## config.mk

```make
export PLATFORM = sky130hd
export DESIGN_NAME = delimiter_field_splitter_core
export DESIGN_NICKNAME = d
export VERILOG_FILES = /design/src/dfs_pkg.sv /design/src/delimiter_field_splitter_core.sv /design/src/dfs_cell.sv /design/src/dfs_out_buf.sv
export SDC_FILE = /design/constraint.sdc
export NUM_CORES = 1
export LEC_CHECK = 0
export BUFFER_PORTS_ARGS = -buffer_cell sky130_fd_sc_hd__buf_2
export CAP_MARGIN = 20
export CORE_MARGIN = 8
export CORE_UTILIZATION = 42
export DETAILED_ROUTE_END_ITERATION = 12
export GPL_TIMING_DRIVEN = 0
export SYNTH_ARGS = -nofsm -noshare
export SYNTH_HDL_FRONTEND = slang
export SYNTH_SLANG_ARGS = --single-unit
```

## constraint.sdc

```tcl
create_clock -name aclk -period 10.62 [get_ports aclk]
set_input_delay 1.062 -clock aclk [delete_from_list [all_inputs] [get_ports aclk]]
set_output_delay 1.062 -clock aclk [all_outputs]
set_load 0.01 [all_outputs]
```

## src/dfs_pkg.sv

```systemverilog
// ----------------------------------------------------------------------------
// dfs_pkg: shared definitions for the delimiter field splitter
// Widths, register indexes, result kinds, error codes and the result word
// type used by the window cells, the output buffer and the core.
// ----------------------------------------------------------------------------
package dfs_pkg;

    // Field and register widths.
    localparam int BYTE_W      = 8;
    localparam int LEN_W       = 4;
    localparam int SEP_BYTES_W = 64;
    localparam int SEP_BYTES_N = SEP_BYTES_W / BYTE_W;
    localparam int MAXP_W      = 16;
    localparam int MAXL_W      = 20;
    localparam int PLEN_W      = 21;
    localparam int CODE_W      = 2;
    localparam int CFG_ADDR_W  = 2;
    localparam int TDATA_IN_W  = 8;
    localparam int TDATA_OUT_W = 16;

    // Part length saturates here.
    localparam logic [PLEN_W-1:0] LEN_SAT = {PLEN_W{1'b1}};

    // Register reset values.
    localparam logic [LEN_W-1:0]       SEP_LEN_RST   = 4'd1;
    localparam logic [SEP_BYTES_W-1:0] SEP_BYTES_RST = 64'd44;
    localparam logic [MAXP_W-1:0]      MAXP_RST      = 16'hFFFF;
    localparam logic [MAXL_W-1:0]      MAXL_RST      = 20'hFFFFF;

    // Register indexes on the configuration port.
    localparam logic [CFG_ADDR_W-1:0] REG_SEP_LEN   = 2'd0;
    localparam logic [CFG_ADDR_W-1:0] REG_SEP_BYTES = 2'd1;
    localparam logic [CFG_ADDR_W-1:0] REG_MAX_PARTS = 2'd2;
    localparam logic [CFG_ADDR_W-1:0] REG_MAX_LEN   = 2'd3;

    // Result kinds.
    localparam logic [CODE_W-1:0] KIND_BYTE  = 2'd0;
    localparam logic [CODE_W-1:0] KIND_BOUND = 2'd1;
    localparam logic [CODE_W-1:0] KIND_DONE  = 2'd2;

    // Error codes reported on the done word.
    localparam logic [CODE_W-1:0] ERR_NONE  = 2'd0;
    localparam logic [CODE_W-1:0] ERR_PARTS = 2'd1;
    localparam logic [CODE_W-1:0] ERR_LEN   = 2'd2;

    // Controller states.
    typedef enum logic [1:0] {
        ST_RUN,
        ST_FLUSH,
        ST_DONE
    } ctrl_state_t;

    // One result word.
    typedef struct packed {
        logic [CODE_W-1:0] err;
        logic [CODE_W-1:0] kind;
        logic [BYTE_W-1:0] part_byte;
        logic              eor;
    } result_t;

endpackage

```

## src/delimiter_field_splitter_core.sv

```systemverilog
// ----------------------------------------------------------------------------
// delimiter_field_splitter_core: splits a byte stream on a literal separator
// Output: a byte or boundary word is registered in the output buffer and shows on
// the m_ side from there. Throughput: one byte word per cycle while the output
// buffer has room; a word with tlast then holds s_tready low during the window
// flush, part close and done word, and those words follow one per cycle while
// the buffer has room. Reset (aresetn low, synchronous) restores register
// defaults and empties the window at once.
// ----------------------------------------------------------------------------
module delimiter_field_splitter_core #(
    parameter int SEP_MAX = 8
) (
    input  logic                                  aclk,
    input  logic                                  aresetn,
    // Configuration write port.
    input  logic                                  cfg_we,
    input  logic [dfs_pkg::CFG_ADDR_W-1:0]        cfg_addr,
    input  logic [dfs_pkg::SEP_BYTES_W-1:0]       cfg_wdata,
    // Input stream.
    input  logic                                  s_tvalid,
    output logic                                  s_tready,
    input  logic [dfs_pkg::TDATA_IN_W-1:0]        s_tdata,  // [7:0] data_byte
    input  logic                                  s_tuser,  // [0] byte_present
    input  logic                                  s_tlast,
    // Result stream.
    output logic                                  m_tvalid,
    input  logic                                  m_tready,
    output logic [dfs_pkg::TDATA_OUT_W-1:0]       m_tdata,  // [7:0] part_byte, [9:8] error_code
    output logic [dfs_pkg::CODE_W-1:0]            m_tuser,  // [1:0] kind
    output logic                                  m_tlast   // end_of_run
);

    localparam int LMAX  = (SEP_MAX < dfs_pkg::SEP_BYTES_N) ? SEP_MAX : dfs_pkg::SEP_BYTES_N;
    localparam int IDX_W = (SEP_MAX > 1) ? $clog2(SEP_MAX) : 1;
    localparam logic [dfs_pkg::LEN_W-1:0] LMAX_V = LMAX[dfs_pkg::LEN_W-1:0];

    // Configuration registers.
    logic [dfs_pkg::LEN_W-1:0]       sep_len_reg;
    logic [dfs_pkg::SEP_BYTES_W-1:0] sep_bytes_reg;
    logic [dfs_pkg::MAXP_W-1:0]      max_parts_reg;
    logic [dfs_pkg::MAXL_W-1:0]      max_len_reg;

    // Text state.
    dfs_pkg::ctrl_state_t            state_reg;
    dfs_pkg::ctrl_state_t            state_next;
    logic [dfs_pkg::LEN_W-1:0]       fill_reg;
    logic [dfs_pkg::LEN_W-1:0]       fill_next;
    logic [dfs_pkg::PLEN_W-1:0]      plen_reg;
    logic [dfs_pkg::PLEN_W-1:0]      plen_next;
    logic [dfs_pkg::MAXP_W-1:0]      pcnt_reg;
    logic [dfs_pkg::MAXP_W-1:0]      pcnt_next;
    logic [dfs_pkg::CODE_W-1:0]      err_reg;
    logic [dfs_pkg::CODE_W-1:0]      err_next;

    // Window cells.
    logic [dfs_pkg::BYTE_W-1:0]      cell_d [SEP_MAX];
    logic [dfs_pkg::BYTE_W-1:0]      cell_q [SEP_MAX];
    logic [SEP_MAX-1:0]              cell_hit;
    logic                            shift_en;
    logic                            match;

    // Derived control values.
    logic                            accept;
    logic                            room;
    logic [dfs_pkg::LEN_W-1:0]       eff_len;
    logic [dfs_pkg::LEN_W-1:0]       len_m1;
    logic [dfs_pkg::LEN_W-1:0]       fill_m1;
    logic [dfs_pkg::LEN_W-1:0]       fill_p1;
    logic [dfs_pkg::PLEN_W-1:0]      plen_inc;
    logic                            parts_full;
    logic                            too_long;
    logic [dfs_pkg::CODE_W-1:0]      err_cnt;
    logic [dfs_pkg::CODE_W-1:0]      err_fin;
    logic [dfs_pkg::CODE_W-1:0]      err_lchk;
    logic [dfs_pkg::MAXP_W-1:0]      pcnt_fin;

    logic                            push;
    dfs_pkg::result_t                push_word;
    dfs_pkg::result_t                pop_word;

    assign accept   = s_tvalid && s_tready;
    assign s_tready = (state_reg == dfs_pkg::ST_RUN) && room;

    // Effective separator length is capped by the window and the byte register.
    assign eff_len  = (sep_len_reg > LMAX_V) ? LMAX_V : sep_len_reg;
    assign len_m1   = eff_len - 4'd1;
    assign fill_m1  = fill_reg - 4'd1;
    assign fill_p1  = fill_reg + 4'd1;
    assign shift_en = accept && s_tuser && (eff_len != '0);
    assign match    = &cell_hit;

    // Row of window cells; the input byte enters cell 0.
    for (genvar k = 0; k < SEP_MAX; k++) begin : g_cell
        if (k == 0) begin : g_head
            assign cell_d[k] = s_tdata[dfs_pkg::BYTE_W-1:0];
        end else begin : g_link
            assign cell_d[k] = cell_q[k-1];
        end
        dfs_cell #(
            .IDX (k)
        ) u_cell (
            .aclk      (aclk),
            .shift_en  (shift_en),
            .din       (cell_d[k]),
            .eff_len   (eff_len),
            .sep_bytes (sep_bytes_reg),
            .dout      (cell_q[k]),
            .hit       (cell_hit[k])
        );
    end

    // Part-close arithmetic shared by the match path and the end of text.
    always_comb begin
        plen_inc   = (plen_reg == dfs_pkg::LEN_SAT) ? plen_reg : plen_reg + 21'd1;
        parts_full = (pcnt_reg >= max_parts_reg);
        pcnt_fin   = parts_full ? pcnt_reg : pcnt_reg + 16'd1;
        err_cnt    = parts_full ? dfs_pkg::ERR_PARTS : err_reg;
        too_long   = (plen_reg > {1'b0, max_len_reg});
        err_fin    = (too_long && (err_cnt == dfs_pkg::ERR_NONE)) ? dfs_pkg::ERR_LEN : err_cnt;
        err_lchk   = (too_long && (err_reg == dfs_pkg::ERR_NONE)) ? dfs_pkg::ERR_LEN : err_reg;
    end

    // Next state and result generation.
    always_comb begin
        state_next = state_reg;
        fill_next  = fill_reg;
        plen_next  = plen_reg;
        pcnt_next  = pcnt_reg;
        err_next   = err_reg;
        push       = 1'b0;
        push_word  = '0;

        case (state_reg)
            dfs_pkg::ST_RUN: begin
                if (accept) begin
                    if (s_tuser) begin
                        if (eff_len == '0) begin
                            // No separator: every byte passes straight on.
                            push                = 1'b1;
                            push_word.kind      = dfs_pkg::KIND_BYTE;
                            push_word.part_byte = s_tdata[dfs_pkg::BYTE_W-1:0];
                            push_word.eor       = !s_tlast;
                            plen_next           = plen_inc;
                        end else if (fill_p1 == eff_len) begin
                            if (match) begin
                                // Separator found: close the part if it has bytes.
                                if (plen_reg != '0) begin
                                    push           = 1'b1;
                                    push_word.kind = dfs_pkg::KIND_BOUND;
                                    push_word.eor  = !s_tlast;
                                    pcnt_next      = pcnt_fin;
                                    err_next       = err_fin;
                                    plen_next      = '0;
                                end
                                fill_next = '0;
                            end else begin
                                // Oldest window byte can no longer start a match.
                                push                = 1'b1;
                                push_word.kind      = dfs_pkg::KIND_BYTE;
                                push_word.part_byte = cell_d[len_m1[IDX_W-1:0]];
                                push_word.eor       = !s_tlast;
                                plen_next           = plen_inc;
                                fill_next           = len_m1;
                            end
                        end else begin
                            fill_next = fill_p1;
                        end
                    end
                    if (s_tlast) begin
                        state_next = dfs_pkg::ST_FLUSH;
                    end
                end
            end

            dfs_pkg::ST_FLUSH: begin
                if (room) begin
                    if (fill_reg != '0) begin
                        // Drain the window, oldest byte first.
                        push                = 1'b1;
                        push_word.kind      = dfs_pkg::KIND_BYTE;
                        push_word.part_byte = cell_q[fill_m1[IDX_W-1:0]];
                        plen_next           = plen_inc;
                        fill_next           = fill_m1;
                    end else begin
                        if (eff_len == '0) begin
                            // Whole text is one part, even when empty.
                            push           = 1'b1;
                            push_word.kind = dfs_pkg::KIND_BOUND;
                            err_next       = err_lchk;
                            plen_next      = '0;
                        end else if (plen_reg != '0) begin
                            push           = 1'b1;
                            push_word.kind = dfs_pkg::KIND_BOUND;
                            pcnt_next      = pcnt_fin;
                            err_next       = err_fin;
                            plen_next      = '0;
                        end
                        state_next = dfs_pkg::ST_DONE;
                    end
                end
            end

            dfs_pkg::ST_DONE: begin
                if (room) begin
                    push           = 1'b1;
                    push_word.kind = dfs_pkg::KIND_DONE;
                    push_word.err  = err_reg;
                    push_word.eor  = 1'b1;
                    fill_next      = '0;
                    plen_next      = '0;
                    pcnt_next      = '0;
                    err_next       = dfs_pkg::ERR_NONE;
                    state_next     = dfs_pkg::ST_RUN;
                end
            end

            default: begin
                state_next = dfs_pkg::ST_RUN;
            end
        endcase

        // Any configuration write discards the text in progress.
        if (cfg_we) begin
            state_next = dfs_pkg::ST_RUN;
            fill_next  = '0;
            plen_next  = '0;
            pcnt_next  = '0;
            err_next   = dfs_pkg::ERR_NONE;
        end
    end

    // Control state registers.
    always_ff @(posedge aclk) begin
        if (!aresetn) begin
            state_reg <= dfs_pkg::ST_RUN;
            fill_reg  <= '0;
            plen_reg  <= '0;
            pcnt_reg  <= '0;
            err_reg   <= dfs_pkg::ERR_NONE;
        end else begin
            state_reg <= state_next;
            fill_reg  <= fill_next;
            plen_reg  <= plen_next;
            pcnt_reg  <= pcnt_next;
            err_reg   <= err_next;
        end
    end

    // Configuration registers.
    always_ff @(posedge aclk) begin
        if (!aresetn) begin
            sep_len_reg   <= dfs_pkg::SEP_LEN_RST;
            sep_bytes_reg <= dfs_pkg::SEP_BYTES_RST;
            max_parts_reg <= dfs_pkg::MAXP_RST;
            max_len_reg   <= dfs_pkg::MAXL_RST;
        end else if (cfg_we) begin
            case (cfg_addr)
                dfs_pkg::REG_SEP_LEN:   sep_len_reg   <= cfg_wdata[dfs_pkg::LEN_W-1:0];
                dfs_pkg::REG_SEP_BYTES: sep_bytes_reg <= cfg_wdata;
                dfs_pkg::REG_MAX_PARTS: max_parts_reg <= cfg_wdata[dfs_pkg::MAXP_W-1:0];
                dfs_pkg::REG_MAX_LEN:   max_len_reg   <= cfg_wdata[dfs_pkg::MAXL_W-1:0];
                default: begin
                end
            endcase
        end
    end

    // Output buffer.
    dfs_out_buf u_out_buf (
        .aclk      (aclk),
        .aresetn   (aresetn),
        .push      (push),
        .push_word (push_word),
        .room      (room),
        .m_tvalid  (m_tvalid),
        .m_tready  (m_tready),
        .pop_word  (pop_word)
    );

    assign m_tdata = {6'b0, pop_word.err, pop_word.part_byte};
    assign m_tuser = pop_word.kind;
    assign m_tlast = pop_word.eor;

endmodule

```

## src/dfs_cell.sv

```systemverilog
// ----------------------------------------------------------------------------
// dfs_cell: one byte cell of the separator window
// Holds one text byte, takes its neighbor's byte on a shift and compares
// the byte it is about to hold against its separator byte.
// ----------------------------------------------------------------------------
module dfs_cell #(
    parameter int IDX = 0
) (
    input  logic                                aclk,
    input  logic                                shift_en,
    input  logic [dfs_pkg::BYTE_W-1:0]          din,
    input  logic [dfs_pkg::LEN_W-1:0]           eff_len,
    input  logic [dfs_pkg::SEP_BYTES_W-1:0]     sep_bytes,
    output logic [dfs_pkg::BYTE_W-1:0]          dout,
    output logic                                hit
);

    localparam logic [dfs_pkg::LEN_W:0] IDX_V = IDX[dfs_pkg::LEN_W:0];

    logic [dfs_pkg::BYTE_W-1:0] byte_reg;
    logic                       active;
    logic [dfs_pkg::LEN_W-1:0]  sep_pos;
    logic [dfs_pkg::BYTE_W-1:0] sep_sel;

    // Stored byte moves one cell further on every shift.
    always_ff @(posedge aclk) begin
        if (shift_en) begin
            byte_reg <= din;
        end
    end

    // The newest byte sits in cell 0, so this cell meets separator byte
    // eff_len-1-IDX once the window is full.
    always_comb begin
        active  = {1'b0, eff_len} > IDX_V;
        sep_pos = eff_len - IDX_V[dfs_pkg::LEN_W-1:0] - 4'd1;
        sep_sel = sep_bytes[sep_pos[2:0]*dfs_pkg::BYTE_W +: dfs_pkg::BYTE_W];
        hit     = !active || (din == sep_sel);
    end

    assign dout = byte_reg;

endmodule

```

## src/dfs_out_buf.sv

```systemverilog
// ----------------------------------------------------------------------------
// dfs_out_buf: two-word output buffer
// Decouples result generation from the downstream ready, so a new word can
// be produced while an earlier one still waits to be taken.
// ----------------------------------------------------------------------------
module dfs_out_buf (
    input  logic              aclk,
    input  logic              aresetn,
    input  logic              push,
    input  dfs_pkg::result_t  push_word,
    output logic              room,
    output logic              m_tvalid,
    input  logic              m_tready,
    output dfs_pkg::result_t  pop_word
);

    dfs_pkg::result_t mem_reg [2];
    logic             wr_ptr_reg;
    logic             wr_ptr_next;
    logic             rd_ptr_reg;
    logic             rd_ptr_next;
    logic [1:0]       count_reg;
    logic [1:0]       count_next;
    logic             pop;

    assign pop      = m_tvalid && m_tready;
    assign room     = (count_reg != 2'd2);
    assign m_tvalid = (count_reg != 2'd0);
    assign pop_word = mem_reg[rd_ptr_reg];

    // Pointer and fill bookkeeping.
    always_comb begin
        wr_ptr_next = push ? !wr_ptr_reg : wr_ptr_reg;
        rd_ptr_next = pop ? !rd_ptr_reg : rd_ptr_reg;
        count_next  = count_reg + {1'b0, push} - {1'b0, pop};
    end

    always_ff @(posedge aclk) begin
        if (!aresetn) begin
            wr_ptr_reg <= 1'b0;
            rd_ptr_reg <= 1'b0;
            count_reg  <= 2'd0;
        end else begin
            wr_ptr_reg <= wr_ptr_next;
            rd_ptr_reg <= rd_ptr_next;
            count_reg  <= count_next;
        end
    end

    // Word storage.
    always_ff @(posedge aclk) begin
        if (push) begin
            mem_reg[wr_ptr_reg] <= push_word;
        end
    end

endmodule
```

==> impl_results.md <==
- Seq/Total Area, Yosys: between 30% and 40%
- Deepest clock path buffer count: 3
- Syn Area/Cell: 9.60 um^2
- Num ports: 102
- CP endpoint kind: flop
- Final setup vio count: 0
- Status: complete, no violations
- Die ar.: about 46,000 um^2
- CP Max Fanout: 11
- Share of layout cells above drive strength 1: 16.9%
- Clk slew on worst S/H paths: approximately 0.060 ns
- First drt pass iteration count: 6
- Min Tclk post-route: approximately 7.6 ns
- Layout fillers: approximately 3,700
- Synth Warn #: 0
- Hold Vio Cnt, Final: 0
- Global-route usage over all layers: about a quarter
- Pleak: 7.40 nW
- Reg2reg end: plen_reg[4]
- Clock Tree Root: clkbuf_16
- Chip width: 214 um
- Global-route wire length before repair: around 87,000 um
- Final instance area: 18,700 um^2
- Worst R2R Path Depth: 23
- Setup crit start kind: flop
- PortBufs: 95
- Max Fclk: 132 MHz
- Final std cells w/o fill: between 2,000 and 2,500
- Clock Sinks: around 240
- Post-synthesis register bit count: ~240
- Via Count: 14,400
- Worst reg2reg startpoint: sep_len_reg[0]
- DP Wirelength: between 40,000 and 50,000 um
- 1st-iter DRT viols: about 1,400
- Max Cap Viol: 0
- Synth cell types: 85
- Clock skew: approximately 0.015 ns
- Detailed-route DRC error count: 0
- Post-DR vias/cell: between 6 and 7
- Placeable Area: 38,600 um^2
- Worst-Margin Slew: between 1 and 1.5 ns
- Rel. slew slack: approximately a quarter
- Required @ worst endpoint: around 11 ns
- H-tree depth: 1
- Total power: 2.77 mW
- # placed instances: about 2,300
- Peak VDD IR: ~130 uV
- Number of synthesized flops with an enable pin: 90
- Postcts setup bufs: 0
- Final Core Density: ~48%
- Skew-Pair Late Insertion Delay: approximately 0.6 ns
- Most numerous cell in the Yosys netlist: nand2_1
- Post-DRT Antenna Nets: 0
- Mapped cell area: about 16,000 um^2
- Initial core utilization: a little over two fifths
- Kind of critical path: flop to flop
- Synth top cells by count: nand2_1 (230), dfxtp_1 (154), mux2i_1 (97)
- Largest net degree at the start of global routing: 36
- Final Cycle Share: 71.1%
- Ant. Diodes: 0
- Synth area leader: dfxtp_1
- WHS Endpoint: max_len_reg[0]
- Detailed Route WL: 56,800 um
- CTS buffer count: 28
- FP Rows: 72
- RSZ-0062 raised after global routing: no
- Nets@finish: between 1,500 and 2,000
- Yosys top cell area share: a little under a fifth
- Setup TNS: 0 ns
- Placed Instance Area: between 15,000 and 20,000 um^2
- Post-CTS Resized: 0
- Hold path depth: 2
- Initial antenna violation count: 0
- CTS Hold Buffers Added: 0
- Pwr dens: roughly 150 nW/um^2
- CP arrival: between 8 and 9 ns
- CTS tree: built
- Grt ovf: 0
- Worst min-delay path class: flop to flop
- GPL Wtd Cong: 0.985
- Vias in the first global route: 14,100
- Ys async rst share: 0%
- Main flop type after synthesis: dfxtp_1
- Die Y-Extent: 214 um
- R2R Setup Slk: slightly above 3 ns
- Wire length per cell: 23.7 um
- Mapped Cells: approximately 1,700
- Area delta synth->final: 13.6%
- HP Start: max_len_reg[0]
- Top cells by area, synth: dfxtp_1 (19%), edfxtp_1 (16%), mux4_2 (9.3%)
- Fin. max-slew vios: 0
-- worst max-delay path: stages (launching register included) --
cell	delay (ns)
dfxtp_1	0.35
nor2b_1	0.14
buf_4	0.17
inv_2	0.19
buf_6	0.22
buf_4	0.23
buf_2	0.32
buf_1	0.67
buf_1	0.84
ha_1	0.27
buf_2	0.20
xnor2_1	0.16
xnor2_2	0.56
mux2i_1	0.36
xnor2_1	0.16
nand4b_1	0.18
nor4_1	0.52
o2111ai_1	0.40
nor3_1	0.30
a21oi_1	0.24
o21ai_1	0.33
nor2_1	0.16
buf_2	0.22
a22o_1	0.22
-- power by group --
| part | switching (mW) | internal [mW] |
|---|---|---|
| registers | 0.0592 | 1.04 |
| logic | 0.357 | 0.254 |
| clock network | 0.423 | 0.642 |
| total | 0.840 | 1.93 |
-- how the worst max path moves through the flow --
stage              startpoint                  endpoint  slack (ns)  depth (start not counted)
2_1_floorplan  sep_len_reg[0]   u_out_buf.mem_reg[0][0]        4.69                         20
3_3_place_gp   sep_len_reg[0]  g_cell[1].u_cell.dout[2]        2.71                         13
3_5_place_dp   sep_len_reg[0]   u_out_buf.mem_reg[0][5]        3.06                         21
5_1_grt        sep_len_reg[0]   u_out_buf.mem_reg[1][1]        2.56                         23
4_1_cts        sep_len_reg[0]   u_out_buf.mem_reg[0][3]        3.04                         21
6_report       sep_len_reg[0]               plen_reg[4]        3.06                         23
-- final cells by class --
type / count / area [um^2] / area share [%]
multi-input combinational: 1288 / 9900 / 53.0
sequential: 244 / 5790 / 31.0
clock buffer: 34 / 734 / 3.93
tap: 518 / 648 / 3.47
timing repair buffer: 104 / 547 / 2.93
buffer: 117 / 528 / 2.83
clock inverter: 18 / 275 / 1.47
inverter: 70 / 263 / 1.41
-- placed cells by master (no fill, tap or decap), types with 20 or more instances in the layout --
cell type,netlist,layout
inv_1,68,68
xor2_1,39,39
a21oi_1,48,48
nor2_1,78,77
nor3_1,30,30
mux4_2,68,68
xnor2_1,50,50
buf_2,23,119
ha_1,55,55
nand2_1,230,230
nor2b_1,29,29
clkbuf_16,0,28
edfxtp_1,90,90
nand3_1,28,28
mux2i_1,97,97
o221ai_1,20,20
a21boi_0,62,62
mux2_2,36,36
o211ai_1,63,63
o21ai_0,56,56
nand2b_1,20,20
o22ai_1,25,25
dfxtp_1,154,154
clkbuf_1,65,69
-- metrics by stage --
stage / worst slack (ns) / hold slack, ns
floorplan: 4.69 / 0.458
global placement: 2.71 / 0.486
detailed placement: 3.06 / 0.494
CTS: 3.04 / 0.508
global route: 2.56 / 0.537
finish: 3.06 / 0.510
-- cell families (layout without fill, tap and decap cells) --
logic type | after synthesis | after routing | share of synthesized area (%)
buffers and inverters | 187 | 343 | 4.81
XOR/XNOR | 92 | 92 | 5.10
multiplexers | 202 | 202 | 17.7
AND/OR/NAND/NOR | 529 | 529 | 15.8
flip-flops | 244 | 244 | 35.2
other | 1 | 6 | 0.0228
AO/OA/AOI/OAI | 404 | 404 | 17.2
adder cells (fa/ha/maj) | 55 | 55 | 4.18
-- metal layers --
metal  routed length (um)  GRT usage, %
met5                    0             0
met4                 1100          5.25
met3                 5280          4.92
met2                24800          36.9
met1                25600          34.0
No activity file was read; power rests on OpenSTA's default activity.
